--- config.mk ---
export PLATFORM = sky130hd
export DESIGN_NAME = lossless_image_chunk_decoder_flat
export DESIGN_NICKNAME = d
export VERILOG_FILES = /design/src/lic_pkg.sv /design/src/lic_if.sv /design/src/lic_ram.sv /design/src/lossless_image_chunk_decoder.sv /design/src/flat_wrapper.sv
export SDC_FILE = /design/constraint.sdc
export NUM_CORES = 2
export LEC_CHECK = 0
export ABC_AREA = 1
export BUFFER_PORTS_ARGS = -buffer_cell sky130_fd_sc_hd__buf_2
export CAP_MARGIN = 20
export CORE_ASPECT_RATIO = 1.75
export CORE_UTILIZATION = 45
export CTS_CLUSTER_SIZE = 12
export DETAILED_ROUTE_END_ITERATION = 10
export PLACE_DENSITY = 0.62
export SYNTH_ARGS = -nofsm -noshare
export SYNTH_HDL_FRONTEND = slang
export SYNTH_SLANG_ARGS = --single-unit
--- constraint.sdc ---
create_clock -name clock -period 16.1 [get_ports clock]
set_input_delay 3.22 -clock clock [delete_from_list [all_inputs] [get_ports clock]]
set_output_delay 3.22 -clock clock [all_outputs]
set_load 0.03 [all_outputs]
--- src/lic_pkg.sv ---
// Shared constants, types and the table hash helper function of the lossless image chunk decoder.
`timescale 1ns / 1ps
package lic_pkg;

   localparam int PIXEL_COUNT_BITS = 24;
   localparam int TABLE_DEPTH      = 64;
   localparam int TABLE_ADDR_BITS  = $clog2(TABLE_DEPTH);
   localparam int PIXEL_BITS       = 32;

   typedef logic [PIXEL_COUNT_BITS-1:0] count_type;
   typedef logic [7:0]                  chan_type;

   localparam chan_type BYTE_RGB   = 8'd254;
   localparam chan_type BYTE_RGBA  = 8'd255;
   localparam chan_type ALPHA_INIT = 8'd255;

   function automatic logic [TABLE_ADDR_BITS-1:0] hash_term(chan_type c, logic [1:0] ch);
      logic [7:0] t;
      begin
         unique case (ch)
            2'd0: t = 8'(c * 8'd3);
            2'd1: t = 8'(c * 8'd5);
            2'd2: t = 8'(c * 8'd7);
            2'd3: t = 8'(c * 8'd11);
            default: t = '0;
         endcase
         return t[TABLE_ADDR_BITS-1:0];
      end
   endfunction

endpackage

--- src/lic_if.sv ---
// Valid/ready channel interfaces for chunk bytes, decoded pixels and the pixel count register.
`timescale 1ns / 1ps
interface lic_req_if;
   import lic_pkg::*;
   logic     valid;
   logic     ready;
   chan_type chunk_byte;
   logic     first_byte;
   modport source (output valid, output chunk_byte, output first_byte, input ready);
   modport sink (input valid, input chunk_byte, input first_byte, output ready);
endinterface

interface lic_rsp_if;
   import lic_pkg::*;
   logic     valid;
   logic     ready;
   chan_type red;
   chan_type green;
   chan_type blue;
   chan_type alpha;
   logic     last_of_byte;
   logic     image_end;
   modport source (output valid, output red, output green, output blue, output alpha,
                   output last_of_byte, output image_end, input ready);
   modport sink (input valid, input red, input green, input blue, input alpha,
                 input last_of_byte, input image_end, output ready);
endinterface

interface lic_csr_if;
   import lic_pkg::*;
   logic      valid;
   logic      ready;
   count_type pixel_count;
   modport source (output valid, output pixel_count, input ready);
   modport sink (input valid, input pixel_count, output ready);
endinterface

--- src/lic_ram.sv ---
// Generic single-write, single-read RAM with registered read data.
`timescale 1ns / 1ps
module lic_ram #(
   parameter int WIDTH = 32,
   parameter int DEPTH = 64,
   localparam int ADDR_BITS = $clog2(DEPTH)
) (
   input  logic                 clock,
   input  logic                 wr_en,
   input  logic [ADDR_BITS-1:0] wr_addr,
   input  logic [WIDTH-1:0]     wr_data,
   input  logic [ADDR_BITS-1:0] rd_addr,
   output logic [WIDTH-1:0]     rd_data
);

   logic [WIDTH-1:0] mem [DEPTH];
   logic [WIDTH-1:0] rd_data_ff;

   always_ff @(posedge clock) begin
      if (wr_en) begin
         mem[wr_addr] <= wr_data;
      end
      rd_data_ff <= mem[rd_addr];
   end

   assign rd_data = rd_data_ff;

endmodule

--- src/lossless_image_chunk_decoder.sv ---
// Top level: chunk byte decoder with shared 8-bit adder for channel deltas and table hash.
// A byte is decoded in DECODE; index chunks then read the color table in FETCH, diff and
// luma chunks add the red, green and blue deltas in ADD on the shared adder, and every
// pixel chunk sums the four hash terms in HASH on the shared adder before EMIT offers it.
// A byte that completes no chunk returns to IDLE after DECODE; the block is not ready
// while a chunk is in flight, until the last pixel of the byte has been taken.
// Synchronous active-high reset: pixel count 1, no image active, color table marked empty.
`timescale 1ns / 1ps
module lossless_image_chunk_decoder (
   input logic       clock,
   input logic       reset,
   lic_req_if.sink   req,
   lic_rsp_if.source rsp,
   lic_csr_if.sink   csr
);
   import lic_pkg::*;

   typedef enum logic [2:0] {
      ST_IDLE,
      ST_DECODE,
      ST_FETCH,
      ST_ADD,
      ST_HASH,
      ST_EMIT
   } state_type;

   typedef enum logic [1:0] {
      KIND_NONE,
      KIND_RGB,
      KIND_RGBA,
      KIND_LUMA
   } kind_type;

   state_type                 state_ff, state_in;
   kind_type                  kind_ff, kind_in;
   chan_type                  byte_ff, byte_in;
   count_type                 pixel_count_ff, pixel_count_in;
   count_type                 left_ff, left_in;
   logic [2:0]                pend_ff, pend_in;
   logic [5:0]                luma_ff, luma_in;
   chan_type                  prev_ff [4];
   chan_type                  prev_in [4];
   chan_type                  delta_ff [3];
   chan_type                  delta_in [3];
   logic [1:0]                ch_ff, ch_in;
   logic [TABLE_ADDR_BITS-1:0] acc_ff, acc_in;
   logic [5:0]                copies_ff, copies_in;
   logic [TABLE_DEPTH-1:0]    tvalid_ff, tvalid_in;
   logic                      fetch_valid_ff, fetch_valid_in;

   chan_type                  op_a, op_b, sum;
   logic [2:0]                rgb_ch;
   chan_type                  luma_dg;
   logic                      wr_en;
   logic [PIXEL_BITS-1:0]     rd_data;

   lic_ram #(
      .WIDTH (PIXEL_BITS),
      .DEPTH (TABLE_DEPTH)
   ) u_table (
      .clock   (clock),
      .wr_en   (wr_en),
      .wr_addr (sum[TABLE_ADDR_BITS-1:0]),
      .wr_data ({prev_ff[3], prev_ff[2], prev_ff[1], prev_ff[0]}),
      .rd_addr (byte_ff[TABLE_ADDR_BITS-1:0]),
      .rd_data (rd_data)
   );

   always_comb begin
      unique case (state_ff)
         ST_ADD: begin
            op_a = prev_ff[ch_ff];
            op_b = (ch_ff == 2'd3) ? 8'd0 : delta_ff[ch_ff];
         end
         ST_HASH: begin
            op_a = {{(8-TABLE_ADDR_BITS){1'b0}}, acc_ff};
            op_b = {{(8-TABLE_ADDR_BITS){1'b0}}, hash_term(prev_ff[ch_ff], ch_ff)};
         end
         default: begin
            op_a = '0;
            op_b = '0;
         end
      endcase
      sum = op_a + op_b;
   end

   assign rgb_ch  = ((kind_ff == KIND_RGB) ? 3'd3 : 3'd4) - pend_ff;
   assign luma_dg = {2'b00, luma_ff} - 8'd32;

   always_comb begin
      state_in       = state_ff;
      kind_in        = kind_ff;
      byte_in        = byte_ff;
      pixel_count_in = pixel_count_ff;
      left_in        = left_ff;
      pend_in        = pend_ff;
      luma_in        = luma_ff;
      prev_in        = prev_ff;
      delta_in       = delta_ff;
      ch_in          = ch_ff;
      acc_in         = acc_ff;
      copies_in      = copies_ff;
      tvalid_in      = tvalid_ff;
      fetch_valid_in = fetch_valid_ff;
      wr_en          = 1'b0;

      if (csr.valid) begin
         pixel_count_in = csr.pixel_count;
      end

      unique case (state_ff)
         ST_IDLE: begin
            if (req.valid) begin
               byte_in  = req.chunk_byte;
               state_in = ST_DECODE;
               if (req.first_byte) begin
                  prev_in   = '{8'd0, 8'd0, 8'd0, ALPHA_INIT};
                  kind_in   = KIND_NONE;
                  pend_in   = '0;
                  luma_in   = '0;
                  tvalid_in = '0;
                  left_in   = pixel_count_ff;
               end
            end
         end
         ST_DECODE: begin
            ch_in     = '0;
            acc_in    = '0;
            copies_in = 6'd1;
            state_in  = ST_IDLE;
            if (left_ff != '0) begin
               unique case (kind_ff)
                  KIND_RGB, KIND_RGBA: begin
                     prev_in[rgb_ch[1:0]] = byte_ff;
                     pend_in = pend_ff - 3'd1;
                     if (pend_ff == 3'd1) begin
                        kind_in  = KIND_NONE;
                        state_in = ST_HASH;
                     end
                  end
                  KIND_LUMA: begin
                     delta_in[0] = {4'd0, byte_ff[7:4]} + luma_dg - 8'd8;
                     delta_in[1] = luma_dg;
                     delta_in[2] = {4'd0, byte_ff[3:0]} + luma_dg - 8'd8;
                     kind_in     = KIND_NONE;
                     pend_in     = '0;
                     state_in    = ST_ADD;
                  end
                  default: begin
                     priority if (byte_ff == BYTE_RGB) begin
                        kind_in = KIND_RGB;
                        pend_in = 3'd3;
                     end else if (byte_ff == BYTE_RGBA) begin
                        kind_in = KIND_RGBA;
                        pend_in = 3'd4;
                     end else begin
                        unique case (byte_ff[7:6])
                           2'b00: begin
                              fetch_valid_in = tvalid_ff[byte_ff[TABLE_ADDR_BITS-1:0]];
                              state_in       = ST_FETCH;
                           end
                           2'b01: begin
                              delta_in[0] = {6'd0, byte_ff[5:4]} - 8'd2;
                              delta_in[1] = {6'd0, byte_ff[3:2]} - 8'd2;
                              delta_in[2] = {6'd0, byte_ff[1:0]} - 8'd2;
                              state_in    = ST_ADD;
                           end
                           2'b10: begin
                              luma_in = byte_ff[5:0];
                              kind_in = KIND_LUMA;
                              pend_in = 3'd1;
                           end
                           default: begin
                              copies_in = byte_ff[5:0] + 6'd1;
                              state_in  = ST_HASH;
                           end
                        endcase
                     end
                  end
               endcase
            end
         end
         ST_FETCH: begin
            if (fetch_valid_ff) begin
               prev_in = '{rd_data[7:0], rd_data[15:8], rd_data[23:16], rd_data[31:24]};
            end else begin
               prev_in = '{8'd0, 8'd0, 8'd0, 8'd0};
            end
            state_in = ST_HASH;
         end
         ST_ADD: begin
            prev_in[ch_ff] = sum;
            if (ch_ff == 2'd2) begin
               ch_in    = '0;
               state_in = ST_HASH;
            end else begin
               ch_in = ch_ff + 2'd1;
            end
         end
         ST_HASH: begin
            acc_in = sum[TABLE_ADDR_BITS-1:0];
            ch_in  = ch_ff + 2'd1;
            if (ch_ff == 2'd3) begin
               wr_en = 1'b1;
               tvalid_in[sum[TABLE_ADDR_BITS-1:0]] = 1'b1;
               if (left_ff < PIXEL_COUNT_BITS'(copies_ff)) begin
                  copies_in = left_ff[5:0];
               end
               state_in = ST_EMIT;
            end
         end
         ST_EMIT: begin
            if (rsp.ready) begin
               left_in   = left_ff - PIXEL_COUNT_BITS'(1);
               copies_in = copies_ff - 6'd1;
               if (copies_ff == 6'd1) begin
                  state_in = ST_IDLE;
               end
            end
         end
         default: begin
            state_in = ST_IDLE;
         end
      endcase
   end

   always_ff @(posedge clock) begin
      if (reset) begin
         state_ff       <= ST_IDLE;
         kind_ff        <= KIND_NONE;
         pixel_count_ff <= PIXEL_COUNT_BITS'(1);
         left_ff        <= '0;
         pend_ff        <= '0;
         luma_ff        <= '0;
         prev_ff        <= '{8'd0, 8'd0, 8'd0, ALPHA_INIT};
         ch_ff          <= '0;
         copies_ff      <= '0;
         tvalid_ff      <= '0;
      end else begin
         state_ff       <= state_in;
         kind_ff        <= kind_in;
         pixel_count_ff <= pixel_count_in;
         left_ff        <= left_in;
         pend_ff        <= pend_in;
         luma_ff        <= luma_in;
         prev_ff        <= prev_in;
         ch_ff          <= ch_in;
         copies_ff      <= copies_in;
         tvalid_ff      <= tvalid_in;
      end
      byte_ff        <= byte_in;
      delta_ff       <= delta_in;
      acc_ff         <= acc_in;
      fetch_valid_ff <= fetch_valid_in;
   end

   assign req.ready        = (state_ff == ST_IDLE);
   assign csr.ready        = 1'b1;
   assign rsp.valid        = (state_ff == ST_EMIT);
   assign rsp.red          = prev_ff[0];
   assign rsp.green        = prev_ff[1];
   assign rsp.blue         = prev_ff[2];
   assign rsp.alpha        = prev_ff[3];
   assign rsp.last_of_byte = (copies_ff == 6'd1);
   assign rsp.image_end    = (left_ff == PIXEL_COUNT_BITS'(1));

endmodule

--- src/flat_wrapper.sv ---
// flat-port wrapper written by rule: the top's interface ports become plain ports
module lossless_image_chunk_decoder_flat import lic_pkg::*;
  (clock, reset, req_valid, req_chunk_byte, req_first_byte, req_ready, rsp_valid, rsp_red, rsp_green, rsp_blue, rsp_alpha, rsp_last_of_byte, rsp_image_end, rsp_ready, csr_valid, csr_pixel_count, csr_ready);
  lic_req_if req_i ();
  lic_rsp_if rsp_i ();
  lic_csr_if csr_i ();
  input logic clock;
  input logic reset;
  input wire logic [$bits(req_i.valid)-1:0] req_valid;
  input wire logic [$bits(req_i.chunk_byte)-1:0] req_chunk_byte;
  input wire logic [$bits(req_i.first_byte)-1:0] req_first_byte;
  output wire logic [$bits(req_i.ready)-1:0] req_ready;
  output wire logic [$bits(rsp_i.valid)-1:0] rsp_valid;
  output wire logic [$bits(rsp_i.red)-1:0] rsp_red;
  output wire logic [$bits(rsp_i.green)-1:0] rsp_green;
  output wire logic [$bits(rsp_i.blue)-1:0] rsp_blue;
  output wire logic [$bits(rsp_i.alpha)-1:0] rsp_alpha;
  output wire logic [$bits(rsp_i.last_of_byte)-1:0] rsp_last_of_byte;
  output wire logic [$bits(rsp_i.image_end)-1:0] rsp_image_end;
  input wire logic [$bits(rsp_i.ready)-1:0] rsp_ready;
  input wire logic [$bits(csr_i.valid)-1:0] csr_valid;
  input wire logic [$bits(csr_i.pixel_count)-1:0] csr_pixel_count;
  output wire logic [$bits(csr_i.ready)-1:0] csr_ready;
  assign req_i.valid = req_valid;
  assign req_i.chunk_byte = req_chunk_byte;
  assign req_i.first_byte = req_first_byte;
  assign req_ready = req_i.ready;
  assign rsp_valid = rsp_i.valid;
  assign rsp_red = rsp_i.red;
  assign rsp_green = rsp_i.green;
  assign rsp_blue = rsp_i.blue;
  assign rsp_alpha = rsp_i.alpha;
  assign rsp_last_of_byte = rsp_i.last_of_byte;
  assign rsp_image_end = rsp_i.image_end;
  assign rsp_i.ready = rsp_ready;
  assign csr_i.valid = csr_valid;
  assign csr_i.pixel_count = csr_pixel_count;
  assign csr_ready = csr_i.ready;
  lossless_image_chunk_decoder u_core (.clock(clock), .reset(reset), .req(req_i), .rsp(rsp_i), .csr(csr_i));
endmodule
==> results.md <==
* Run status: finished, final reports clean
* Critical path startpoint: u_core.ch_ff[0]
* CTS sink cnt at 2283
* Final HPWL DP at 180 mm
* Tcrit/Tclk final at 48.8%
* Pwr Density at 144 nW/um2
* Row count at 220
* Via count at 63700
* Initial antenna violation count at 17
* Mux contribution to synthesized area at 0%
* Flop pwr share at 46.0%
* Clk buf depth at 4
* Achievable frequency at 127 MHz
* WL/cell at 28.8 um
* Skew-Pair Late Insertion Delay at 870 ps
* Most frequent cells in the layout: edfxtp_1, nor2_1, o21ai_0
* Finished Layout Cells at 10300
* Worst Path Buf+Inv at 4
* FILL cells at 17500
* Sw Share at 32.6%
* DIE WIDTH at 346 um
* Setup bufs post-CTS at 0
* Compound-Gate Fraction of Synth Area at 13.1%
* Max incr delay on CP at 950 ps
* Nets at 7683
* Fraction of registers with async set/reset at 0%
* Drt initial violations at 7326
* Remaining DRCs at 0
* Total power draw at 0.0147 W
* Hold WC Path Type: reg -> reg
* Post-Synth XOR/XNOR Area at 0.288%
* Seq/Total Area, Yosys at 71.6%
* Seq. cell area at 66600 um2
* Yosys Warn Count at 0
* WS Path Type: reg -> reg
* Post-route ant nets at 0
* Pre-antenna DRT Iters at 9
* Footprint of the multi-input gates at 23600 um2
* Endpoints failing hold at 0
* Crit path max-delay family: simple AND/OR/NAND/NOR gates
* Synth Register Bits at 2283
* Crit Path Max Fanout at 30
* Logic gate share of total power at 22.6%
* Worst-margin pin slew at 1060 ps
* Cell-internal power at 0.00991 W
* CP endpoint kind: flip-flop
* WP data required at 16640 ps
* Post-Syn Area at 92900 um2
* TritonCTS clock tree: done
* Vias in the first global route at 61800
* Largest net degree at the start of global routing at 189
* Starting Density at 45.3%
* DP Area at 96200 um2
* Hold Path Origin: u_core.tvalid_ff[52]
* Synth area leaders: edfxtp_1, o21ai_0, nor2_1
* Final setup fails at 0
* Psw at 0.00479 W
* Post-synth top area share at 67.4%
* Clock Skew at 70.6 ps
* EDFF count, synth at 2085
* Slowest cell on the critical path: dfxtp_1
* Crit path launch type: flip-flop
* Global route overflow at 0
* Port Buf Inserts at 73
* Setup TNS Final at 0 ps
* Worst Path Arrival at 8400 ps
* Core area at 205000 um2
* Die ar. at 208000 um2
* Commonest non-fill, non-tap cell in the layout: edfxtp_1
* Syn_nets at 7742
* Crit Reg-Reg Startpoint: u_core.ch_ff[0]
* CTS buffer count at 220
* Fin area at 102000 um2
* Reg clk slew, reported paths at 70 ps
* Synth Area per Inst at 12.2 um2
* RD Place Congestion at 0.968
* Worst Setup Slack, final at 8240 ps
* Synth Area in Adders at 1.09%
* Synthesized instance count at 7630
* Leak Pwr at 30.6 nW
* Ys flop type: edfxtp_1
* # IOs at 75
* Maxcap violations at 0
* # resized after CTS at 0
* Vias/cell at 6.17
* Clock power frac at 31.4%
* Max_slew headroom at 29.5%
* Largest family of logic cells by synthesized area: compound AO/OA/AOI/OAI gates
* Setup WS pre-CTS at 8320 ps
* H-tree depth at 4
* RSZ-0062 raised after global routing: false
* Synthesis-to-finish area growth at 9.99%
* First-pass GRT wire length at 425 mm
* Synth Area in Simple Gates at 10.5%
* Share of layout cells above drive strength 1 at 8.50%
* CP Cell Sequence: inv_1 > nand2_1 > nand3_1 > nand2_1 > inv_1 > fa_1 > ha_1 > fa_1 > o21ai_0 > o211ai_1 > a32o_1 > ha_1 > a21oi_1 > nand3_1 > nand2_4 > inv_4 > nor2_4 > nand2_1 > nor3_4 > buf_4
* Hold_buf cts at 0
* Clock root buffer master: clkbuf_16
* Placed Cells incl. Taps at 10000
* Max-slew violations at 0
* Post-Route WL at 297 mm
* Die Ht at 603 um
* Min Tclk post-route at 7860 ps
* Synth unique cells at 59
* Largest area contributor in the netlist: edfxtp_1
* Total GRT Usage at 27.9%
* Crit-path most repeated cell: nand2_1
* Max VDD drop at 0.127 mV
-- power by group through the flow --
stage          Combinational, W  Sequential, W  Clock, W
2_1_floorplan           0.00192        0.00690         0
5_1_grt                 0.00353        0.00676   0.00485
3_5_place_dp            0.00324        0.00688         0
6_report                0.00332        0.00676   0.00462
4_1_cts                 0.00325        0.00675   0.00467
3_3_place_gp            0.00321        0.00687         0
-- stage by stage --
step / hold slack, ps / utilization [%]
finish: 451 / 49.8
global route: 469 / 49.8
CTS: 446 / 49.8
detailed placement: 437 / 46.9
global placement: 436 / 46.9
floorplan: 427 / -
-- synth_stat cells, types with 5 or more instances --
master and count:
o22ai_1 327, a31oi_1 9, nor2_2 12, nor3_1 83, clkbuf_1 335, o21ai_0 1198, buf_1 25, nor2_4 5
nand2_1 611, or2_2 7, dfxtp_1 198, o221ai_1 174, ha_1 63, edfxtp_1 2085, inv_1 185, buf_2 136
clkinv_1 5, xor2_1 17, o21bai_1 5, nor2_1 1245, nand3_1 289, buf_6 10, o21ai_1 5, inv_2 16
a21oi_1 284, o31ai_1 7, nand4_1 85, fa_1 11, a22oi_1 5, o211ai_1 99, xnor2_1 8, buf_4 29
-- layout make-up --
| class | instances | share of cell area (%) |
|---|---|---|
| antenna | 18 | 0.0441 |
| inverter | 208 | 0.796 |
| tap | 2664 | 3.26 |
| sequential | 2283 | 65.2 |
| multi-input combinational | 4603 | 23.1 |
| clock inverter | 13 | 0.151 |
| clock buffer | 286 | 5.66 |
| timing repair buffer | 255 | 1.82 |
-- metal layers --
layer	track usage, %	wire length, um
met1	31.8	105000
met2	49.1	150000
met3	3.84	20300
met4	18.2	21900
met5	0	17
-- kinds of logic (layout without fill, tap and decap cells) --
family | count (synthesis) | in the layout
xor+xnor | 28 | 28
fa+ha+maj | 74 | 74
other cells | 1 | 19
flops | 2283 | 2283
compound gates | 2142 | 2142
simple gates | 2358 | 2358
buf+inv | 744 | 762
-- flip-flops by register name (all words and copies together), names as in the netlist, 8 cells and up --
signal / count
u_core.byte_ff: 8
u_core.left_ff: 24
u_core.rsp.blue: 8
u_core.tvalid_ff: 64
u_core.rsp.green: 8
u_core.rsp.alpha: 8
u_core.u_table.rd_data: 32
u_core.rsp.red: 8
u_core.u_table.mem: 2048
u_core.delta_ff: 22
u_core.pixel_count_ff: 24
-- worst min-delay path: stages, from the launching register on --
cell	delay, ps
dfxtp_1	310
inv_1	50
a21oi_1	50
-- final timing paths --
| kind | depth (start not counted) | to | slack, ps |
|---|---|---|---|
| setup / recovery | 20 | u_core.u_table.mem[24][0] | 8240 |
| hold / removal | 2 | u_core.tvalid_ff[52] | 450 |
| setup reg to reg | 20 | u_core.u_table.mem[24][0] | 8240 |
| hold reg to reg | 2 | u_core.tvalid_ff[52] | 450 |
Power figures use the tool's default switching activity.
